**src/gfd_pkg.sv**
```systemverilog
`timescale 1ns / 1ps

package gfd_pkg;

    // one payload character after offset removal
    typedef logic [5:0] t_char6;

    // character counter, saturating
    typedef logic [3:0] t_count;

    localparam logic [7:0] NEWLINE_CHAR = 8'h0A;
    localparam logic [7:0] CHAR_OFFSET  = 8'h20;
    localparam int         FRAME_LEN    = 10;
    localparam t_count     FRAME_COUNT  = 4'd10;
    localparam t_count     SUM_COUNT    = 4'd9;
    localparam t_count     COUNT_MAX    = 4'd15;
    localparam logic [7:0] STICK_CENTER = 8'd127;

endpackage

```
**src/gfd_if.sv**
```systemverilog
`timescale 1ns / 1ps

// serial character channel
interface gfd_rx_if;
    logic       valid;
    logic       ready;
    logic [7:0] rx_byte;

    modport source (output valid, output rx_byte, input ready);
    modport sink (input valid, input rx_byte, output ready);
endinterface

// decoded frame result channel
interface gfd_res_if;
    logic        valid;
    logic        ready;
    logic        frame_good;
    logic [15:0] buttons;
    logic [7:0]  left_x;
    logic [7:0]  left_y;
    logic [7:0]  right_x;
    logic [7:0]  right_y;

    modport source (
        output valid, output frame_good, output buttons,
        output left_x, output left_y, output right_x, output right_y,
        input ready
    );
    modport sink (
        input valid, input frame_good, input buttons,
        input left_x, input left_y, input right_x, input right_y,
        output ready
    );
endinterface

```
**src/gamepad_frame_decoder_core.sv**
```systemverilog
`timescale 1ns / 1ps

// Gamepad frame decoder. Takes one serial character per cycle on i_rx; a frame is ten
// payload characters (each carrying 6 bits as char - 0x20) closed by a newline. Every
// newline gives one result on o_res: frame_good is set when exactly ten characters came
// before it and the 6-bit sum of the first nine equals the tenth, and then the held
// buttons and stick positions are updated; otherwise they are reported unchanged. The
// characters move through a row of ten 6-bit cells while a running checksum builds up,
// so the check and unpack are done as the newline is taken and the block accepts a
// character in every cycle; input stalls only while a result waits untaken on o_res.
// After reset the buttons read 0 and each stick reads 127.
module gamepad_frame_decoder_core (
    input  logic      i_clk,
    input  logic      i_rst_n,
    gfd_rx_if.sink    i_rx,
    gfd_res_if.source o_res
);

    localparam int NumCells = gfd_pkg::FRAME_LEN;

    logic            w_in_xfer;
    logic            w_newline;
    logic            w_shift;
    logic [7:0]      w_diff;
    gfd_pkg::t_char6 w_char;
    gfd_pkg::t_char6 w_cell [NumCells];
    gfd_pkg::t_char6 w_s    [NumCells];
    logic            w_good;

    gfd_pkg::t_count r_count, n_count;
    gfd_pkg::t_char6 r_sum, n_sum;
    logic            r_out_valid;
    logic            r_good;
    logic [15:0]     r_buttons;
    logic [7:0]      r_left_x, r_left_y, r_right_x, r_right_y;

    // input handshake: a waiting result blocks only until it is taken
    assign i_rx.ready = !r_out_valid || o_res.ready;
    assign w_in_xfer  = i_rx.valid && i_rx.ready;
    assign w_newline  = (i_rx.rx_byte == gfd_pkg::NEWLINE_CHAR);
    assign w_shift    = w_in_xfer && !w_newline;
    assign w_diff     = i_rx.rx_byte - gfd_pkg::CHAR_OFFSET;
    assign w_char     = w_diff[5:0];

    // shift line: newest character in cell 0, first character of a frame in the last cell
    gfd_cell u_cell0 (
        .i_clk   (i_clk),
        .i_shift (w_shift),
        .i_d     (w_char),
        .o_q     (w_cell[0])
    );

    generate
        for (genvar k = 1; k < NumCells; k++) begin : g_chain
            gfd_cell u_cell (
                .i_clk   (i_clk),
                .i_shift (w_shift),
                .i_d     (w_cell[k-1]),
                .o_q     (w_cell[k])
            );
        end
    endgenerate

    // frame order view: character k of the frame
    always_comb begin
        for (int k = 0; k < NumCells; k++) begin
            w_s[k] = w_cell[NumCells - 1 - k];
        end
    end

    // character count and running checksum of the first nine characters
    always_comb begin
        n_count = r_count;
        n_sum   = r_sum;
        if (w_in_xfer && w_newline) begin
            n_count = '0;
            n_sum   = '0;
        end else if (w_shift) begin
            if (r_count < gfd_pkg::COUNT_MAX) begin
                n_count = r_count + 4'd1;
            end
            if (r_count < gfd_pkg::SUM_COUNT) begin
                n_sum = r_sum + w_char;
            end
        end
    end

    assign w_good = (r_count == gfd_pkg::FRAME_COUNT) && (r_sum == w_s[NumCells - 1]);

    // held values and result register
    always_ff @(posedge i_clk) begin
        if (!i_rst_n) begin
            r_count     <= '0;
            r_sum       <= '0;
            r_out_valid <= 1'b0;
            r_buttons   <= '0;
            r_left_x    <= gfd_pkg::STICK_CENTER;
            r_left_y    <= gfd_pkg::STICK_CENTER;
            r_right_x   <= gfd_pkg::STICK_CENTER;
            r_right_y   <= gfd_pkg::STICK_CENTER;
        end else begin
            r_count <= n_count;
            r_sum   <= n_sum;
            if (w_in_xfer && w_newline) begin
                r_out_valid <= 1'b1;
                if (w_good) begin
                    r_buttons <= {w_s[2][3:0], w_s[1], w_s[0]};
                    r_left_x  <= {w_s[4][1:0], w_s[3]};
                    r_left_y  <= {w_s[5][3:0], w_s[4][5:2]};
                    r_right_x <= {w_s[6], w_s[5][5:4]};
                    r_right_y <= {w_s[8][1:0], w_s[7]};
                end
            end else if (o_res.ready) begin
                r_out_valid <= 1'b0;
            end
        end
    end

    // good flag travels with the result
    always_ff @(posedge i_clk) begin
        if (w_in_xfer && w_newline) begin
            r_good <= w_good;
        end
    end

    assign o_res.valid      = r_out_valid;
    assign o_res.frame_good = r_good;
    assign o_res.buttons    = r_buttons;
    assign o_res.left_x     = r_left_x;
    assign o_res.left_y     = r_left_y;
    assign o_res.right_x    = r_right_x;
    assign o_res.right_y    = r_right_y;

endmodule

```
**src/gfd_cell.sv**
```systemverilog
`timescale 1ns / 1ps

// one stage of the character shift line
module gfd_cell (
    input  logic            i_clk,
    input  logic            i_shift,
    input  gfd_pkg::t_char6 i_d,
    output gfd_pkg::t_char6 o_q
);

    gfd_pkg::t_char6 r_q;

    // take the neighbor's character on every stored transfer
    always_ff @(posedge i_clk) begin
        if (i_shift) begin
            r_q <= i_d;
        end
    end

    assign o_q = r_q;

endmodule

```
**src/flat_wrapper.sv**
```systemverilog
// flat-port wrapper written by rule: the top's interface ports become plain ports
module gamepad_frame_decoder_core_flat 
  (i_clk, i_rst_n, i_rx_valid, i_rx_rx_byte, i_rx_ready, o_res_valid, o_res_frame_good, o_res_buttons, o_res_left_x, o_res_left_y, o_res_right_x, o_res_right_y, o_res_ready);
  gfd_rx_if i_rx_i ();
  gfd_res_if o_res_i ();
  input  logic i_clk;
  input  logic i_rst_n;
  input wire logic [$bits(i_rx_i.valid)-1:0] i_rx_valid;
  input wire logic [$bits(i_rx_i.rx_byte)-1:0] i_rx_rx_byte;
  output wire logic [$bits(i_rx_i.ready)-1:0] i_rx_ready;
  output wire logic [$bits(o_res_i.valid)-1:0] o_res_valid;
  output wire logic [$bits(o_res_i.frame_good)-1:0] o_res_frame_good;
  output wire logic [$bits(o_res_i.buttons)-1:0] o_res_buttons;
  output wire logic [$bits(o_res_i.left_x)-1:0] o_res_left_x;
  output wire logic [$bits(o_res_i.left_y)-1:0] o_res_left_y;
  output wire logic [$bits(o_res_i.right_x)-1:0] o_res_right_x;
  output wire logic [$bits(o_res_i.right_y)-1:0] o_res_right_y;
  input wire logic [$bits(o_res_i.ready)-1:0] o_res_ready;
  assign i_rx_i.valid = i_rx_valid;
  assign i_rx_i.rx_byte = i_rx_rx_byte;
  assign i_rx_ready = i_rx_i.ready;
  assign o_res_valid = o_res_i.valid;
  assign o_res_frame_good = o_res_i.frame_good;
  assign o_res_buttons = o_res_i.buttons;
  assign o_res_left_x = o_res_i.left_x;
  assign o_res_left_y = o_res_i.left_y;
  assign o_res_right_x = o_res_i.right_x;
  assign o_res_right_y = o_res_i.right_y;
  assign o_res_i.ready = o_res_ready;
  gamepad_frame_decoder_core u_core (.i_clk(i_clk), .i_rst_n(i_rst_n), .i_rx(i_rx_i), .o_res(o_res_i));
endmodule
```
**config.mk**
```make
export PLATFORM = sky130hd
export DESIGN_NAME = gamepad_frame_decoder_core_flat
export DESIGN_NICKNAME = d
export VERILOG_FILES = /design/src/gfd_pkg.sv /design/src/gfd_if.sv /design/src/gamepad_frame_decoder_core.sv /design/src/gfd_cell.sv /design/src/flat_wrapper.sv
export SDC_FILE = /design/constraint.sdc
export NUM_CORES = 1
export LEC_CHECK = 0
export BUFFER_PORTS_ARGS = -buffer_cell sky130_fd_sc_hd__buf_2
export CORE_MARGIN = 1.5
export CORE_UTILIZATION = 40
export DETAILED_ROUTE_END_ITERATION = 16
export GPL_ROUTABILITY_DRIVEN = 0
export GPL_TIMING_DRIVEN = 0
export PLACE_DENSITY = 0.69
export RECOVER_POWER = 100
export REMOVE_ABC_BUFFERS = 1
export SLEW_MARGIN = 15
export SYNTH_ARGS = -nofsm -noshare
export SYNTH_HDL_FRONTEND = slang
export SYNTH_SLANG_ARGS = --single-unit
```
**constraint.sdc**
```tcl
create_clock -name i_clk -period 6.8 [get_ports i_clk]
set_input_delay 0.34 -clock i_clk [delete_from_list [all_inputs] [get_ports i_clk]]
set_output_delay 0.34 -clock i_clk [all_outputs]
set_load 0.01 [all_outputs]
```
* Yosys cells after proc, flatten, opt, wreduce, memory -nomap -nowiden
Index checks and enable logic that the tools add are counted.
Operators by class: add/sub/neg operators 3, $mul 0, divide/modulo/power cells 0, order comparisons 2, eq/ne operators 3, shifts and indexed selects 0, multiplexer cells 2, bitwise gates (word level) 1, reduce and logical (&&, ||, !) cells 12
Operator list (number):
- $eq 8x4->1 const B | 1
- $lt 4x4->1 const B | 2
- $add 6x6->6 | 1
- $eq 6x6->1 | 1
- $reduce_and 2->1 | 3
- $sub 6x6->6 const B | 1
- $add 4x1->4 const B | 1
- $eq 4x4->1 const B | 1
- $logic_and 1x1->1 | 4
- $logic_not 1->1 | 2
- $mux 1 | 2
- $reduce_bool 2->1 | 1
- $reduce_or 2->1 | 1
- $logic_or 1x1->1 | 1
- $not 1->1 | 1
Word-level totals: flip-flop bits (word level) 120, latch bits 0, bits in writable memories 0, memory bits (read-only) 0, input port bits 12, logic and storage cells 42, memories kept 0

* Logic depth before layout (Yosys ltp)
Gate-level depths: netlist of run 1.
depth after elaboration 5, gate-level depth with buffers 8, mapped depth without buffers 7

* Cells and area by module
From an unflattened synthesis of run 1, not the netlist that was laid out.
Unflattened totals: cell total of the unflattened synthesis 308, area total of the unflattened synthesis 4400.5 um^2
By module, submodules not included:
- gamepad_frame_decoder_core | instances 1, cells each 248, area an instance 2598.7 um^2, sequential area each 1211.2 um^2
- gfd_cell | instances 10, cells each 6, area an instance 180.2 um^2, sequential area each 180.2 um^2

* Worst setup path after synthesis of run 1
Ideal clock, no wire load.
path type in2reg, from in i_rx_rx_byte[3], to reg u_core.r_sum[3], data arrival time 3.423 ns, data required time 6.676 ns, path slack 3.253 ns, stages on the path 6, buffers on the path 1, cells stage by stage nor4b_2 a221oi_1 clkbuf_1 nand2_1 mux2i_1 nor2_1
On the way: word-level cells in the longest chain between the ends 4, elaborated cells between the ends (all ways) 8, those cells by class add/sub (2); eq/ne (1); reduce/logical (5)
Ends and longest elaborated chain:
- start: declaration | RTL line flat_wrapper.sv:9 | input wire logic [$bits(i_rx_i.rx_byte)-1:0] i_rx_rx_byte;
- $eq 8x4->1 | RTL line gamepad_frame_decoder_core.sv:40 | assign w_newline = (i_rx.rx_byte == gfd_pkg::NEWLINE_CHAR);
- $logic_not 1->1 | RTL line gamepad_frame_decoder_core.sv:41 | assign w_shift = w_in_xfer && !w_newline;
- $logic_and 1x1->1 | RTL line gamepad_frame_decoder_core.sv:41
- named net u_core.g_chain[1].u_cell.i_shift | RTL line gfd_cell.sv:6 | input logic i_shift,
- $reduce_and 2->1 (no line)
- end signal: assignment | RTL line gamepad_frame_decoder_core.sv:103 | r_sum <= n_sum;
- end: declaration | RTL line gamepad_frame_decoder_core.sv:31 | gfd_pkg::t_char6 r_sum, n_sum;
The timed path passes the listed nets, and every way through them passes these cells. A chain may end at the register's enable or synchronous reset.

* Worst setup path in the final report of run 1
from reg u_core.r_out_valid (netlist: u_core.o_res.valid), to reg u_core.r_left_x[1] (netlist: u_core.o_res.left_x[1])
On the way: word-level cells in the longest chain between the ends 5
Ends and longest elaborated chain:
- start: declaration | RTL line gamepad_frame_decoder_core.sv:32 | logic r_out_valid;
- start signal: assignment | RTL line gamepad_frame_decoder_core.sv:95 | r_out_valid <= 1'b0;
- start signal: assignment | RTL line gamepad_frame_decoder_core.sv:105 | r_out_valid <= 1'b1;
- start signal: assignment | RTL line gamepad_frame_decoder_core.sv:114 | r_out_valid <= 1'b0;
- $logic_not 1->1 | RTL line gamepad_frame_decoder_core.sv:38 | assign i_rx.ready = !r_out_valid || o_res.ready;
- $logic_or 1x1->1 | RTL line gamepad_frame_decoder_core.sv:38
- $logic_and 1x1->1 | RTL line gamepad_frame_decoder_core.sv:39 | assign w_in_xfer = i_rx.valid && i_rx.ready;
- $logic_and 1x1->1 | RTL line gamepad_frame_decoder_core.sv:104 | if (w_in_xfer && w_newline) begin
- $reduce_and 2->1 (no line)
- end signal: assignment | RTL line gamepad_frame_decoder_core.sv:97 | r_left_x <= gfd_pkg::STICK_CENTER;
- end signal: assignment | RTL line gamepad_frame_decoder_core.sv:108 | r_left_x <= {w_s[4][1:0], w_s[3]};
- end: declaration | RTL line gamepad_frame_decoder_core.sv:35 | logic [7:0] r_left_x, r_left_y, r_right_x, r_right_y;
Every way passes these cells.

==> impl_metrics.tcl, run 1 <==
set metrics [dict create \
    status "finished, violations left" \
    violations "max-capacitance violations, max-slew violations" \
    wl_per_cell_um 14.3 \
    sw_frac_of_total_pct 20.3 \
    drv_slew 10 \
    cp-end-kind "flop" \
    arrival_ns 4.61 \
    setup_tns_ns 0 \
    cts-root-buf "clkbuf_8" \
    holdBufCountCts 0 \
    combPwrFrac_pct 3.5 \
    cp_top_family "simple AND/OR/NAND/NOR gates" \
    switching_power_uw 360 \
    synth_enable_flop_cells 61 \
    cts_tree "done" \
    antenna_found_initial 0 \
    synth-main-ff-cell "edfxtp_1" \
    post_cts_resized 0 \
    drtIter0Drc 88 \
    finalSetupViolCount 0 \
    place_area_um2 4890 \
    dp_hpwl_um 5050 \
    wl_met2_um 3610 \
    cp_cell_sequence "nand2b_1, nand4_1, nor4_1, clkbuf_1, clkbuf_1, mux2i_1, nand2_1" \
    die_area_um2 11500 \
    htree_num_levels 4 \
    numCtsBuffers 17 \
    grt_use_total_pct 14.1 \
    syn-cell-area_um2 4350 \
    synth-seq-cells 120 \
    async_flop_share_pct 0 \
    maxCapViolCount 1 \
    finalPower_mw 1.77 \
    r2r-start "u_core.o_res.valid" \
    skew_ns 0.00817 \
    placement_rows 37 \
    startpoint "u_core.o_res.valid" \
    rsz0062_at_grt "no" \
    final_area_um2 5310 \
    top_layer_used "met4" \
    placedCellCount 505 \
    portBuffers 62 \
    post-route-util_pct 50.9 \
    diodes 0 \
    path_max_fanout 10 \
    ff2ff_setup_slack_ns 2.53 \
    endpoint "u_core.o_res.left_x[1]" \
    coreArea_um2 10400 \
    antenna_left 0 \
    p_clk_share_pct 51.0 \
    timing.final.ws_setup_ns 2.53 \
    initial_core_util_pct 41.7 \
    wl_met3_um 377 \
    finalHoldViolCount 0 \
    overflow 0 \
    path_common_cell "clkbuf_1" \
    vias_per_cell 4.78 \
    crit_path_top_delay_cell "nor4_1" \
    cts_setup_buffers 0 \
    nets 409 \
    p_leak_nw 1.88 \
    drt_first_pass_iters 4 \
    cts.sinks 120 \
    fmax_mhz 234 \
    worst_pin_slew_ns 2.26 \
    cp-start-kind "flop" \
    max_stage_delay_ns 1.85 \
    clk_latency_ns 0.50 \
    hp-class "input port to flop" \
    ctsLongestPathBuffers 2 \
    detailroute.via_count 2565 \
    rr_worst_depth 7 \
    multi_input_area_um2 1200 \
    grt_pass1_vias 2476 \
    period_needed_ns 4.27 \
    path_depth 7 \
    whs_ns 0.112 \
    die_x_um 107 \
    power.density_nw_per_um2 335 \
    avgSynthCellArea_um2 14.1 \
    area_growth_pct 22.1 \
    wirelength_um 7700 \
    ys_types 30 \
    stdcell_count 537 \
    pre_cts_ws_ns 3.87 \
    ir_worst_vdd_mv 0.136 \
    finalCritPeriodShare_pct 62.8 \
    clk_pin_slew_worst_paths_ns 0.06 \
    synth_cells 308 \
    p_seq_share_pct 45.5 \
    internal_power_mw 1.42 \
    reg2reg_to "u_core.o_res.left_x[1]" \
    ys_warn_count 0 \
    drive_gt1_share_pct 9.48 \
    wl_met1_um 3630 \
    drc 0 \
    grt_max_degree 32 \
    critPathBufInv 2 \
    die_h_um 107 \
    seq_area_frac_synth_pct 69.3 \
    seq_area_um2 3010 \
    max_slew_margin_pct -51.9 \
    crit_required_ns 7.14 \
    grt_pass1_wl_um 12200 \
    pin_count 63 \
    path_class "flop to flop" \
    nFillCells 946 \
]
==> how the worst min path moves through the flow <==
stage                                          from                              end  slack [ns]  cells past startpoint
floorplan           u_core.g_chain[1].u_cell.o_q[2]  u_core.g_chain[2].u_cell.o_q[2]        0.40                      0
global placement    u_core.g_chain[1].u_cell.o_q[3]  u_core.g_chain[2].u_cell.o_q[3]        0.40                      0
detailed placement  u_core.g_chain[1].u_cell.o_q[4]  u_core.g_chain[2].u_cell.o_q[4]        0.41                      0
CTS                                 i_rx_rx_byte[3]            u_core.u_cell0.o_q[3]        0.04                      1
global route                        i_rx_rx_byte[3]            u_core.u_cell0.o_q[3]        0.13                      1
finish                              i_rx_rx_byte[3]            u_core.u_cell0.o_q[3]        0.11                      1
==> cells in the final DEF (no fill, tap or decap), types with 2 or more instances in the layout <==
master	n
mux2i_1	51
inv_1	8
a21o_1	2
dfxtp_1	59
nand3_1	9
clkinv_2	3
bufinv_16	3
buf_2	4
clkbuf_1	69
and3_1	2
clkbuf_8	3
nand2_1	35
nor2_1	27
edfxtp_1	61
ha_1	8
o21ai_0	2
xnor2_1	9
clkinvlp_4	4
nor3_1	2
clkbuf_16	17
xor2_1	3
a21oi_1	8
==> synth_stat cells, types with 2 or more instances <==
library cell | n | area, um^2
o21ai_0 | 2 | 10.0
dfxtp_1 | 59 | 1180
a21oi_1 | 8 | 40.0
buf_8 | 2 | 30.0
clkbuf_1 | 6 | 22.5
nand2_1 | 35 | 131
and3_1 | 2 | 12.5
nand3_1 | 9 | 45.0
edfxtp_1 | 61 | 1830
nor3_1 | 2 | 10.0
a21o_1 | 2 | 15.0
xnor2_1 | 9 | 78.8
buf_4 | 2 | 15.0
inv_1 | 8 | 30.0
mux2i_1 | 51 | 510
ha_1 | 8 | 100
xor2_1 | 3 | 26.3
nor2_1 | 27 | 101
==> metal layers <==
layer / up-vias / track usage [%]
li1: 1257 / -
met4: 0 / 5.43
met5: - / 0
met2: 56 / 22.5
met3: 11 / 4.92
met1: 1241 / 17.6
==> sequential cells by signal, indices dropped and copies added (netlist names) <==
signal,flops
u_core.o_res.left_x,8
u_core.o_res.frame_good,1
u_core.r_sum,6
u_core.o_res.left_y,8
u_core.o_res.right_x,8
u_core.u_cell0.o_q,6
u_core.r_count,4
u_core.g_chain.u_cell.o_q,54
u_core.o_res.valid,1
u_core.o_res.buttons,16
u_core.o_res.right_y,8
==> power by group through the flow <==
stage	Sequential, mW	Combinational, mW	Clock [mW]
finish	0.808	0.0624	0.904
global route	0.811	0.0703	0.958
CTS	0.808	0.0702	0.927
detailed placement	0.823	0.0698	0
global placement	0.825	0.0622	0
floorplan	0.821	0.0451	0
==> layout make-up <==
class / count / area share [%]
Clock buffer: 21 / 8.87
Clock inverter: 11 / 2.71
Inverter: 8 / 0.566
Multi-Input combinational cell: 169 / 22.7
Sequential cell: 120 / 56.8
Tap cell: 136 / 3.21
Timing Repair Buffer: 72 / 5.19
==> cells by family (layout without fill, tap and decap cells) <==
| group | after synthesis | after routing | share of synthesized area (%) |
|---|---|---|---|
| mux | 52 | 52 | 12.0 |
| xor+xnor | 12 | 12 | 2.42 |
| simple gates | 81 | 81 | 8.93 |
| fa+ha+maj | 9 | 9 | 2.76 |
| buf+inv | 19 | 112 | 2.50 |
| compound gates | 15 | 15 | 2.04 |
| flops | 120 | 120 | 69.3 |
Power figures use the tool's default switching activity.
==> run 2, diff against run 1 <==
clock period = 4 ns   (was 6.8 ns; I/O delays follow)
==> impl_metrics.tcl, run 2 (same netlist as run 1, synthesis figures left out) <==
set metrics [dict create \
    switching_power_uw 615 \
    p_leak_nw 1.96 \
    period_needed_ns 3.14 \
    cp_top_family "buffers and inverters" \
    max_stage_delay_ns 1.06 \
    power.density_nw_per_um2 558 \
    detailroute.via_count 2596 \
    worst_pin_slew_ns 1.29 \
    layout_common_cells "clkbuf_1 (62), edfxtp_1 (61), dfxtp_1 (59), mux2i_1 (51), nand2_1 (35)" \
    cp-end-kind "flop" \
    hp-start "o_res_ready" \
    finalSetupViolCount 0 \
    drc 0 \
    busiest_layer "met2" \
    die_area_um2 11500 \
    cts_setup_buffers 0 \
    cts-root-buf "clkbuf_8" \
    final_common_cell "clkbuf_1" \
    die_x_um 107 \
    clk_latency_ns 0.50 \
    path_common_cell "clkbuf_1" \
    gr-usage-met3_pct 4.92 \
    cp_cell_sequence "dlygate4sd3_1, clkbuf_1, nor4b_1, a221oi_1, clkbuf_1, clkbuf_1" \
    overflow 0 \
    finalCritPeriodShare_pct 78.4 \
    portBuffers 62 \
    grt_max_degree 32 \
    place_area_um2 4890 \
    cts.sinks 120 \
    placement_rows 37 \
    p_seq_share_pct 45.4 \
    drv_slew 0 \
    area_growth_pct 24.7 \
    met2_usage_pct 22.7 \
    cts_tree "done" \
    whs_ns 0.0859 \
    setup_tns_ns 0 \
    r2r-start "u_core.o_res.valid" \
    largest_reg_flops 54 \
    coreArea_um2 10400 \
    status "finished clean" \
    numCtsBuffers 17 \
    finalHoldViolCount 0 \
    vias_per_cell 4.78 \
    sw_frac_of_total_pct 20.3 \
    drtIter0Drc 85 \
    final_area_um2 5420 \
    path_max_fanout 12 \
    max_slew_margin_pct 14.0 \
    grt_pass1_wl_um 12200 \
    skew_ns 0.00680 \
    critPathBufInv 4 \
    p_clk_share_pct 50.8 \
    ctsLongestPathBuffers 2 \
    rsz0062_at_grt "no" \
    antenna_left 0 \
    die_h_um 107 \
    ir_worst_vdd_mv 0.231 \
    maxCapViolCount 0 \
    nets 415 \
    post-route-util_pct 52.0 \
    crit_required_ns 4.13 \
    drt_first_pass_iters 4 \
    grt_pass1_vias 2495 \
    crit_path_top_delay_cell "a221oi_1" \
    grt_use_total_pct 14.1 \
    met1_usage_pct 17.5 \
    combPwrFrac_pct 3.8 \
    fmax_mhz 319 \
    clk_pin_slew_worst_paths_ns 0.06 \
    startpoint "i_rx_rx_byte[1]" \
    dp_hpwl_um 5050 \
    internal_power_mw 2.41 \
    nFillCells 932 \
    arrival_ns 3.27 \
    hp-class "input port to flop" \
    drive_gt1_share_pct 11.1 \
    wl_per_cell_um 14.2 \
    cp-start-kind "input port" \
    htree_num_levels 4 \
    initial_core_util_pct 41.7 \
    antenna_found_initial 0 \
    diodes 0 \
    pin_count 63 \
    finalPower_mw 3.03 \
    path_class "input port to flop" \
    wirelength_um 7690 \
]
-- run 2: changes by cell type in the layout (fill, tap and decap cells not counted), sizes merged --
cell         delta
buf             +7
dlygate4sd3     +6
clkbuf          -7
-- run 2: power by group through the flow --
stage               clock network [mW]  logic [mW]  registers [mW]
global route                      1.63       0.128            1.38
finish                            1.54       0.114            1.37
CTS                               1.58       0.124            1.37
detailed placement                   0       0.119            1.40
global placement                     0       0.106            1.40
floorplan                            0      0.0766            1.40
-- run 2: cell type report --
type | instances | area (um^2) | share of cell area (%)
well taps | 136 | 170 | 3.14
multi-input cells | 169 | 1200 | 22.2
clock buffers | 21 | 470 | 8.68
repair buffers | 78 | 389 | 7.18
flip-flops and latches | 120 | 3010 | 55.6
inverters | 8 | 30.0 | 0.554
clock inverters | 11 | 144 | 2.66
-- run 2: stage by stage --
| stage | setup slack (ns) | std cells |
|---|---|---|
| 5_1_grt | 0.608 | 543 |
| 6_report | 0.863 | 543 |
| 2_1_floorplan | -2.94 | 297 |
| 3_5_place_dp | 1.21 | 505 |
| 4_1_cts | 1.19 | 543 |
| 3_3_place_gp | -6.47 | 495 |
-- run 2: worst reg2reg max path: stages, from the launching register on --
cell and delay, ns:
dfxtp_1 0.32, a221oi_1 1.06, clkbuf_1 0.56, clkbuf_1 0.57
-- run 2: final timing paths --
path	to	slack, ns	cells past startpoint
worst max-delay path	u_core.g_chain[7].u_cell.o_q[2]	0.86	6
worst min-delay path	u_core.o_res.valid	0.09	3
worst max register to register	u_core.g_chain[7].u_cell.o_q[2]	1.11	3
worst min register to register	u_core.g_chain[2].u_cell.o_q[4]	0.42	0
-- run 2: repair_timing --
| item | 4_1_cts | 5_1_grt |
|---|---|---|
| endpoints found under the setup margin | 0 | 0 |
| endpoints found under the hold margin | 6 | 0 |
| gates resized for setup | 0 | 0 |
| hold buffers | 6 | 0 |
-- run 2: metal layers --
layer | vias up | routed length (um)
met5 | - | 0
met4 | 0 | 82
met3 | 11 | 349
met2 | 55 | 3650
met1 | 1257 | 3610
li1 | 1273 | -
